File: config.mk
export PLATFORM = sky130hd
export DESIGN_NAME = base64_stream_encoder_unit
export DESIGN_NICKNAME = d
export VERILOG_FILES = /design/src/rtl/b64e_pkg.sv /design/src/rtl/b64e_emit.sv /design/src/rtl/base64_stream_encoder_unit.sv
export VERILOG_INCLUDE_DIRS = /design/src /design/src/rtl
export SDC_FILE = /design/constraint.sdc
export NUM_CORES = 1
export LEC_CHECK = 0
export BUFFER_PORTS_ARGS = -buffer_cell sky130_fd_sc_hd__buf_2
export CAP_MARGIN = 40
export CELL_PAD_IN_SITES_DETAIL_PLACEMENT = 1
export CELL_PAD_IN_SITES_GLOBAL_PLACEMENT = 1
export CORE_MARGIN = 10
export CORE_UTILIZATION = 45
export DETAILED_ROUTE_END_ITERATION = 10
export PLACE_DENSITY = 0.82
export SYNTH_ARGS = -nofsm -noshare
export SYNTH_HDL_FRONTEND = slang
export SYNTH_SLANG_ARGS = --single-unit
File: constraint.sdc
create_clock -name clk_i -period 7.28 [get_ports clk_i]
set_input_delay 0.364 -clock clk_i [delete_from_list [all_inputs] [get_ports clk_i]]
set_output_delay 0.364 -clock clk_i [all_outputs]
set_load 0.01 [all_outputs]
File: src/rtl/base64_stream_encoder_unit_defines.svh
// Assertion macros for the base64 stream encoder RTL.
`ifndef BASE64_STREAM_ENCODER_UNIT_DEFINES_SVH
`define BASE64_STREAM_ENCODER_UNIT_DEFINES_SVH

`ifndef SYNTH
// Checked outside reset only.
`define B64E_ASSERT(lbl, clk, rstn, prop) \
  lbl: assert property (@(posedge clk) disable iff (!rstn) prop) \
    else $error("base64 encoder assertion failed");
// Checked at every edge, reset included.
`define B64E_ASSERT_ALWAYS(lbl, clk, prop) \
  lbl: assert property (@(posedge clk) prop) \
    else $error("base64 encoder assertion failed");
`else
`define B64E_ASSERT(lbl, clk, rstn, prop)
`define B64E_ASSERT_ALWAYS(lbl, clk, prop)
`endif

`endif

File: src/rtl/b64e_pkg.sv
// Types, character constants and the alphabet lookup of the base64 encoder.
package b64e_pkg;

  typedef logic [7:0] char_t;

  // Up to four characters produced by one input byte, before URL escaping.
  typedef struct packed {
    logic [3:0][7:0] chars;
    logic [2:0]      cnt;
  } group_t;

  localparam char_t CH_PLUS  = 8'h2B;
  localparam char_t CH_SLASH = 8'h2F;
  localparam char_t CH_PAD   = 8'h3D;
  localparam char_t CH_PCT   = 8'h25;
  localparam char_t CH_TWO   = 8'h32;
  localparam char_t CH_THREE = 8'h33;
  localparam char_t CH_B     = 8'h42;
  localparam char_t CH_D     = 8'h44;
  localparam char_t CH_F     = 8'h46;

  localparam char_t CH_UPPER_A = 8'h41;
  localparam char_t CH_LOWER_A = 8'h61;
  localparam char_t CH_DIGIT_0 = 8'h30;

  function automatic char_t b64_char(input logic [5:0] v);
    char_t c;
    if (v < 6'd26) begin
      c = CH_UPPER_A + {2'b00, v};
    end else if (v < 6'd52) begin
      c = CH_LOWER_A + {2'b00, v} - 8'd26;
    end else if (v < 6'd62) begin
      c = CH_DIGIT_0 + {2'b00, v} - 8'd52;
    end else if (v == 6'd62) begin
      c = CH_PLUS;
    end else begin
      c = CH_SLASH;
    end
    return c;
  endfunction

endpackage

File: src/rtl/b64e_emit.sv
// Character group register and output serializer with percent escaping.
`include "base64_stream_encoder_unit_defines.svh"

module b64e_emit
  import b64e_pkg::*;
(
  input  logic       clk_i,
  input  logic       rst_ni,
  input  logic       url_mode_i,
  input  logic       load_i,
  input  group_t     group_i,
  output logic       free_o,
  output logic       m_tvalid_o,
  input  logic       m_tready_i,
  output logic [7:0] m_tdata_o,   // out_char
  output logic       m_tlast_o    // run_end
);

  logic       valid_q, valid_d;
  logic [1:0] ci_q, ci_d;
  logic [1:0] si_q, si_d;
  group_t     grp_q;

  char_t cur;
  char_t esc_char;
  logic  esc;
  logic  char_done;
  logic  item_last;
  logic  xfer;

  assign cur = grp_q.chars[ci_q];
  assign esc = url_mode_i && (cur == CH_PLUS || cur == CH_SLASH || cur == CH_PAD);

  always_comb begin
    unique case (si_q)
      2'd0:    esc_char = CH_PCT;
      2'd1:    esc_char = (cur == CH_PAD) ? CH_THREE : CH_TWO;
      2'd2:    esc_char = (cur == CH_PLUS) ? CH_B : ((cur == CH_SLASH) ? CH_F : CH_D);
      default: esc_char = CH_PCT;
    endcase
  end

  assign char_done = !esc || (si_q == 2'd2);
  assign item_last = char_done && (({1'b0, ci_q} + 3'd1) == grp_q.cnt);
  assign xfer      = valid_q && m_tready_i;

  assign m_tvalid_o = valid_q;
  assign m_tdata_o  = esc ? esc_char : cur;
  assign m_tlast_o  = item_last;
  // A new group may load in the cycle the current one sends its final byte.
  assign free_o     = !valid_q || (m_tready_i && item_last);

  always_comb begin
    valid_d = valid_q;
    ci_d    = ci_q;
    si_d    = si_q;
    if (load_i) begin
      valid_d = 1'b1;
      ci_d    = 2'd0;
      si_d    = 2'd0;
    end else if (xfer) begin
      if (item_last) begin
        valid_d = 1'b0;
      end else if (char_done) begin
        ci_d = ci_q + 2'd1;
        si_d = 2'd0;
      end else begin
        si_d = si_q + 2'd1;
      end
    end
  end

  always_ff @(posedge clk_i or negedge rst_ni) begin
    if (!rst_ni) begin
      valid_q <= 1'b0;
      ci_q    <= 2'd0;
      si_q    <= 2'd0;
    end else begin
      valid_q <= valid_d;
      ci_q    <= ci_d;
      si_q    <= si_d;
    end
  end

  always_ff @(posedge clk_i) begin
    if (load_i) begin
      grp_q <= group_i;
    end
  end

  `B64E_ASSERT(a_ci_in_group, clk_i, rst_ni, valid_q |-> (({1'b0, ci_q}) < grp_q.cnt))
  `B64E_ASSERT(a_sub_only_escape, clk_i, rst_ni, (valid_q && si_q != 2'd0) |-> esc)
  `B64E_ASSERT(a_load_when_free, clk_i, rst_ni, load_i |-> free_o)
  `B64E_ASSERT(a_load_starts, clk_i, rst_ni, load_i |=> (valid_q && ci_q == 2'd0 && si_q == 2'd0))
  `B64E_ASSERT_ALWAYS(a_reset_idle, clk_i, !rst_ni |-> !m_tvalid_o)

endmodule

File: src/rtl/base64_stream_encoder_unit.sv
// The first character of a byte is offered in the cycle after its input transfer.
// Output: one transfer per cycle while m_tready_i is high; each byte causes 1 to 4
// characters (up to 10 with percent escapes), about 1.33 on average.
// The next byte is taken in the cycle the previous byte's last character transfers.
// Reset (rst_ni low, async) clears the group phase, leftover bits, URL mode and output valid.
module base64_stream_encoder_unit
  import b64e_pkg::*;
(
  input  logic       clk_i,
  input  logic       rst_ni,
  input  logic       cfg_we_i,
  input  logic       cfg_wdata_i,   // url_mode
  input  logic       s_tvalid_i,
  output logic       s_tready_o,
  input  logic [7:0] s_tdata_i,     // in_byte
  input  logic       s_tlast_i,     // final_byte
  output logic       m_tvalid_o,
  input  logic       m_tready_i,
  output logic [7:0] m_tdata_o,     // out_char
  output logic       m_tlast_o      // run_end
);

  localparam logic [1:0] PH_FIRST  = 2'd0;
  localparam logic [1:0] PH_SECOND = 2'd1;
  localparam logic [1:0] PH_THIRD  = 2'd2;

  logic       url_mode_q;
  logic [1:0] phase_q, phase_d;
  logic [3:0] left_q, left_d;
  logic [1:0] phase_eff;
  logic       free;
  logic       accept;
  group_t     grp;

  assign accept    = s_tvalid_i && free;
  assign s_tready_o = free;
  assign phase_eff = (phase_q == 2'd3) ? PH_FIRST : phase_q;

  always_comb begin
    grp.chars = {CH_PAD, CH_PAD, CH_PAD, CH_PAD};
    grp.cnt   = 3'd1;
    phase_d   = PH_FIRST;
    left_d    = 4'd0;
    unique case (phase_eff)
      PH_FIRST: begin
        grp.chars[0] = b64_char(s_tdata_i[7:2]);
        phase_d      = PH_SECOND;
        left_d       = {2'b00, s_tdata_i[1:0]};
        if (s_tlast_i) begin
          grp.chars[1] = b64_char({s_tdata_i[1:0], 4'b0000});
          grp.cnt      = 3'd4;
          phase_d      = PH_FIRST;
          left_d       = 4'd0;
        end
      end
      PH_SECOND: begin
        grp.chars[0] = b64_char({left_q[1:0], s_tdata_i[7:4]});
        phase_d      = PH_THIRD;
        left_d       = s_tdata_i[3:0];
        if (s_tlast_i) begin
          grp.chars[1] = b64_char({s_tdata_i[3:0], 2'b00});
          grp.cnt      = 3'd3;
          phase_d      = PH_FIRST;
          left_d       = 4'd0;
        end
      end
      default: begin
        grp.chars[0] = b64_char({left_q, s_tdata_i[7:6]});
        grp.chars[1] = b64_char(s_tdata_i[5:0]);
        grp.cnt      = 3'd2;
      end
    endcase
  end

  always_ff @(posedge clk_i or negedge rst_ni) begin
    if (!rst_ni) begin
      url_mode_q <= 1'b0;
      phase_q    <= PH_FIRST;
      left_q     <= 4'd0;
    end else begin
      if (cfg_we_i) begin
        url_mode_q <= cfg_wdata_i;
      end
      if (accept) begin
        phase_q <= phase_d;
        left_q  <= left_d;
      end
    end
  end

  b64e_emit u_emit (
    .clk_i      (clk_i),
    .rst_ni     (rst_ni),
    .url_mode_i (url_mode_q),
    .load_i     (accept),
    .group_i    (grp),
    .free_o     (free),
    .m_tvalid_o (m_tvalid_o),
    .m_tready_i (m_tready_i),
    .m_tdata_o  (m_tdata_o),
    .m_tlast_o  (m_tlast_o)
  );

endmodule

Yosys cells after proc, flatten, opt, wreduce, memory -nomap -nowiden
Cells that the tools add are included.
{"block": "word_totals", "latchBits": 0, "ramBits": 0, "mem_count": 0, "wordCells": 144, "ff_bits": 31, "rom_bits": 0}
{"block": "classes", "addsub": 33, "div_mod_pow": 0, "mux": 52, "shifts": 0, "n_eq_ne": 13, "n_bitwise": 0, "reduce_logical": 18, "mul": 0, "order_cmp": 19}
{"operator": "$mux W8", "n": 23}
{"operator": "$add A7 B6 Y8 const A", "n": 12}
{"operator": "$lt A6 B6 Y1 const B", "n": 12}
{"operator": "$sub A7 B6 Y8 const B", "n": 6}
{"operator": "$sub A8 B5 Y8 const B", "n": 6}
{"operator": "$add A6 B6 Y7 const A", "n": 6}
{"operator": "$pmux W19 S2", "n": 1}
{"operator": "$lt A6 B5 Y1 const B", "n": 6}
{"operator": "$mux W2", "n": 13}
{"operator": "$eq A6 B6 Y1 const B", "n": 4}
{"operator": "$eq A8 B6 Y1 const B", "n": 3}
{"operator": "$bmux W8 S2", "n": 1}
{"operator": "$pmux W8 S2", "n": 1}
{"operator": "$mux W3", "n": 5}
{"operator": "$pmux W4 S2", "n": 1}
{"operator": "$reduce_bool A2 Y1", "n": 3}
{"operator": "$logic_and A1 B1 Y1", "n": 5}
{"operator": "$mux W1", "n": 5}
{"operator": "$add A2 B1 Y2 const B", "n": 2}
{"operator": "$eq A2 B1 Y1 const B", "n": 2}
{"operator": "$eq A2 B2 Y1 const B", "n": 2}
{"operator": "$logic_or A1 B1 Y1", "n": 4}
{"operator": "$mux W4", "n": 1}
{"operator": "$pmux W2 S2", "n": 1}
{"operator": "other kinds (8)", "n": 10}

Depth between registers and ports, before layout
{"block": "depth", "depth_word": 14, "ltp_mapped": 10, "depth_no_buf": 8}

Modules after synthesis
From an unflattened synthesis, not the netlist that was laid out.
{"block": "unflattened", "cells_unflattened": 460, "area_unflattened_um2": 4085.2}
{"module": "base64_stream_encoder_unit", "cells_per_inst": 360, "area_each_um2": 2312.2, "n_inst": 1, "seq_area_each_um2": 175.2}
{"module": "b64e_emit", "cells_per_inst": 100, "area_each_um2": 1773.0, "n_inst": 1, "seq_area_each_um2": 1176.1}

Least setup slack after synthesis
No wires, ideal clock.
{"block": "synth_path", "path_type": "reg2reg", "startpoint": "register u_emit.ci_q[1]", "endpoint": "register u_emit.grp_q[0] (netlist name) (enable)", "setup_slack_ns": 4.889, "n_path_buf": 0, "path_stages_with_launch": 7, "setup_time_ns": 0.374, "arrival_ns": 2.017, "cell_sequence": "dfrtp_1 > ha_1 > xnor2_1 > nand3_1 > o31ai_4 > nand2_4 > inv_1"}
{"block": "synth_between", "elab_chain_len": 12, "elab_cells_between_ends": 16, "classes_between": "1 x add/sub; 4 x eq/ne; 2 x mux; 9 x reduce/logical"}
{"item": "start: declaration", "line": "b64e_emit.sv:20", "rtl": "logic [1:0] ci_q, ci_d;"}
{"item": "start signal: assignment", "line": "b64e_emit.sv:80", "rtl": "ci_q <= ci_d;"}
{"item": "$bmux W8 S2", "line": "b64e_emit.sv:31", "rtl": "assign cur = grp_q.chars[ci_q];"}
{"item": "$mux W8 (not written as such)", "line": "b64e_emit.sv:31"}
{"item": "$eq A8 B6 Y1", "line": "b64e_emit.sv:32", "rtl": "assign esc = url_mode_i && (cur == CH_PLUS || cur == CH_SLASH || cur == CH_PAD);"}
{"item": "$logic_or A1 B1 Y1 (2 in a row)", "line": "b64e_emit.sv:32"}
{"item": "$logic_and A1 B1 Y1", "line": "b64e_emit.sv:32"}
{"item": "$logic_not A1 Y1", "line": "b64e_emit.sv:43", "rtl": "assign char_done = !esc || (si_q == 2'd2);"}
{"item": "$logic_or A1 B1 Y1", "line": "b64e_emit.sv:43"}
{"item": "$logic_and A1 B1 Y1 (*)", "line": "b64e_emit.sv:44", "rtl": "assign item_last = char_done && (({1'b0, ci_q} + 3'd1) == grp_q.cnt);"}
{"item": "$logic_and A1 B1 Y1 (*)", "line": "b64e_emit.sv:51", "rtl": "assign free_o = !valid_q || (m_tready_i && item_last);"}
{"item": "$logic_or A1 B1 Y1 (*)", "line": "b64e_emit.sv:51"}
{"item": "net s_tready_o", "line": "base64_stream_encoder_unit.sv:14", "rtl": "output logic s_tready_o,"}
{"item": "$logic_and A1 B1 Y1 (*)", "line": "base64_stream_encoder_unit.sv:35", "rtl": "assign accept = s_tvalid_i && free;"}
{"item": "net accept", "line": "base64_stream_encoder_unit.sv:32", "rtl": "logic accept;"}
{"item": "end signal: assignment", "line": "b64e_emit.sv:87", "rtl": "grp_q <= group_i;"}
{"item": "end: declaration", "line": "b64e_emit.sv:22", "rtl": "group_t grp_q;"}
Mark *: on every way through the listed nets, which the timed path passes. The rest lies on a longest branch. The select of a mux whose other input is x is not followed.
A chain may end at the register's enable or synchronous reset.

Worst setup path in the final report
{"block": "layout_path", "startpoint": "register u_emit.ci_q[0]", "endpoint": "output port m_tdata_o[0]"}
{"block": "layout_between", "elab_chain_len": 7, "elab_cells_between_ends": 12, "classes_between": "3 x eq/ne; 6 x mux; 3 x reduce/logical"}
{"item": "$bmux W8 S2 (*)", "line": "b64e_emit.sv:31"}
{"item": "$mux W8 (not written as such) (*)", "line": "b64e_emit.sv:31"}
{"item": "parallel branches: the longest is 4 deep, another holds $eq A8 B6 Y1"}
{"item": "$mux W8 (*)", "line": "b64e_emit.sv:48", "rtl": "assign m_tdata_o = esc ? esc_char : cur;"}
{"item": "end: declaration", "line": "base64_stream_encoder_unit.sv:19", "rtl": "output logic [7:0] m_tdata_o,"}
Mark *: on every way between the ends. The select of a mux whose other input is x is not followed.

==> flow_summary.yaml <==
run_status:
  status: "completed"
critical_path:
  rrSetupSlack_ns: 4.14
  endpoint_kind: "output port"
  startpoint_type: "flop"
  reg2reg_depth: 7
  r2r_end: "u_emit.grp_q[7]$_DFFE_PP_"
  required_ns: 6.92
  timing.rr.start: "left_q[1]$_DFFE_PN0P_"
  critPathMaxFanout: 18
  cp.arrival_ns: 2.86
  worst-setup-path-type: "reg2out"
timing:
  setup_ws_ns: 4.05
  rsz0062_at_grt: "false"
  hold_viol: 0
  timing.final.max_slew_violations: 0
  setup_viol: 0
  min_period_ns: 3.23
  tightest_slew_ns: 0.919
  clock.fmax_mhz: 310
  finClkSkew_ns: 0.00657
  fin_tns_setup_ns: 0
  finalCritPeriodShare_pct: 44.3
  maxSlewHeadroom_pct: 38.7
global_routing:
  grt_pass1_vias: 3509
  grt_usage_pct: 19.9
  grt_max_degree: 24
  antenna_found_initial: 0
  gr-total-overflow: 0
  grt_pass1_wl_mm: 19.1
hold_path:
  holdPathEnd: "url_mode_q$_DFFE_PN0P_"
  hold_start: "cfg_we_i"
  hold_depth: 2
  min_path_type: "in2reg"
route:
  drc: 0
  firstDrtPassIters: 6
  wl_per_cell_um: 21.5
  wirelength_mm: 11.9
  ant_nets: 0
  vias_per_cell: 6.43
  drt_iter0_markers: 262
  num_vias: 3554
pwr:
  cellLeakagePower_nw: 1.52
  irDropWorstVdd_mv: 0.127
  p_per_area_nw_per_um2: 334
placed_design:
  dp_slack_ns: 4.16
  place_inst: 544
  gp_congestion: 0.924
  dpl.hpwl_mm: 8.84
  port_buffers: 25
floorplanning:
  placementRows: 32
  die_h_um: 109
  initial_core_util_pct: 46.0
  dieArea_sq_um: 11800
  die_width_um: 109
  pin_count: 26
  core_area_sq_um: 7690
layout:
  final_cells: 553
  n_antenna_cell: 0
  drive_above_1_share_pct: 12.4
  area_growth_pct: 7.39
  fin_nets: 491
clock_network:
  cts_tree: "yes"
  clk_latency_ns: 0.28
  cts_post_setup_buffers_inserted: 0
  cts_max_level: 2
  path_clk_slew_ns: 0.07
  cts_resized: 0
  ctsHoldBuffers: 1
  root_buffer: "clkbuf_8"
  cts.sinks: 31
  cts_buffers: 5
  cts_buffer_depth: 2
logic_synthesis:
  synth_ff_type: "edfxtp_1"
  ys_ff_latch: 31
  synthArstFlopShare_pct: 38.7
  synth-edff-count: 19
  synthCells: 442
  ys_seq_area_share_pct: 24.6
  ys_warn_count: 0
  avgSynthCellArea_sq_um: 8.00
  yosysUniqueCellTypes: 64
  syn_area_sq_um: 3540
  syn_nets: 483
job:
  drv_cap: 0
stage by stage:
step | hold slack, ns | power [W] | cell area, sq um | util [%]
global route | 0.296 | 0.00136 | 3800 | 49.4
detailed placement | 0.262 | 0.00109 | 3680 | 47.8
finish | 0.286 | 0.00127 | 3800 | 49.4
CTS | 0.280 | 0.00126 | 3800 | 49.4
global placement | 0.256 | 0.00106 | 3680 | 47.8
floorplan | 0.0684 | 0.000875 | 3540 | -
sequential cells by signal, indices dropped and copies added, names as in the netlist:
name / cells
left_q: 4
u_emit.m_tvalid_o: 1
u_emit.si_q: 2
url_mode_q: 1
u_emit.grp_q: 19
phase_q: 2
u_emit.ci_q: 2
metal layers:
metal	part of all wire (%)	vias up	GRT usage [%]	routed length, um
li1	-	1649	-	-
met1	43	1761	25.0	5140
met2	49	123	34.4	5870
met3	5.5	21	3.07	654
met4	2.0	0	6.03	238
met5	0	-	0	0
power breakdown:
part,switching [W],internal [W]
combinational,0.000467,0.000292
clock,0.0000659,0.0000968
sequential,0.0000859,0.000263
total,0.000618,0.000651
final cells by class:
cell class	instances	area (sq um)
fill	967	3890
multi-input combinational	362	2460
sequential	31	871
timing repair buffer	26	135
tap	102	128
clock buffer	7	108
inverter	24	90.1
clock inverter	1	5.00
placed cells by master (no fill, tap or decap), types with 6 or more instances in the layout:
| master | n |
|---|---|
| inv_1 | 23 |
| mux2i_1 | 8 |
| a21o_1 | 9 |
| nand2b_1 | 11 |
| o21ai_0 | 35 |
| a211oi_1 | 6 |
| xnor2_1 | 14 |
| edfxtp_1 | 19 |
| nand2_1 | 50 |
| buf_2 | 25 |
| nor3_1 | 15 |
| nor2b_1 | 10 |
| clkbuf_8 | 6 |
| nand3_1 | 21 |
| dfrtp_1 | 12 |
| a31oi_1 | 9 |
| nor2_1 | 19 |
| a21oi_1 | 46 |
| ha_1 | 26 |
cell families after synthesis:
group | synth area share, %
xor gates and xnor gates | 3.71
adders and majority gates | 9.20
muxes | 6.44
buffers and inverters | 5.77
and+or+nand+nor | 21.7
DFF | 24.6
AOI/OAI and AO/OA | 28.5
cells in the mapped netlist, drive strengths merged, types with 3 or more instances:
cell / count / area [sq um]
nand3: 21 / 105
dfrtp: 12 / 300
nand4: 3 / 18.8
mux2: 9 / 120
nand2b: 11 / 68.8
buf: 8 / 50.1
a41oi: 3 / 26.3
clkbuf: 17 / 63.8
nor3: 15 / 75.1
a211oi: 6 / 45.0
o211ai: 5 / 37.5
o22ai: 5 / 37.5
nor4: 3 / 18.8
inv: 23 / 86.3
mux2i: 10 / 108
a221oi: 4 / 58.8
o2111ai: 5 / 43.8
nor2b: 10 / 62.6
a21oi: 47 / 246
a31oi: 9 / 56.3
nor2: 19 / 71.3
nand3b: 4 / 42.5
a21o: 9 / 67.6
edfxtp: 19 / 571
xnor2: 14 / 123
ha: 26 / 325
nand2: 51 / 199
o21ai: 35 / 175
o31ai: 6 / 58.8
critical path, cell delays in order, from the launching register on:
cell	delay [ns]
dfrtp_1	0.85
mux2i_2	0.41
nand3b_4	0.14
a221oi_2	0.55
and2_1	0.23
a21oi_1	0.08
o22a_1	0.18
buf_2	0.14
how the worst max path moves through the flow:
stage / slack [ns] / cells past startpoint / to / startpoint
final: 4.05 / 7 / m_tdata_o[0] / u_emit.ci_q[0]$_DFFE_PN0P_
after global routing: 3.88 / 7 / m_tdata_o[0] / u_emit.ci_q[0]$_DFFE_PN0P_
after CTS: 4.06 / 7 / m_tdata_o[0] / u_emit.ci_q[0]$_DFFE_PN0P_
after detailed placement: 4.16 / 9 / u_emit.grp_q[7]$_DFFE_PP_ / s_tdata_i[6]
after global placement: 4.30 / 6 / u_emit.grp_q[12]$_DFFE_PP_ / u_emit.ci_q[0]$_DFFE_PN0P_
after floorplan: 4.89 / 6 / u_emit.grp_q[0]$_DFFE_PP_ / u_emit.ci_q[1]$_DFFE_PN0P_
(Power assumes the default switching activity.)
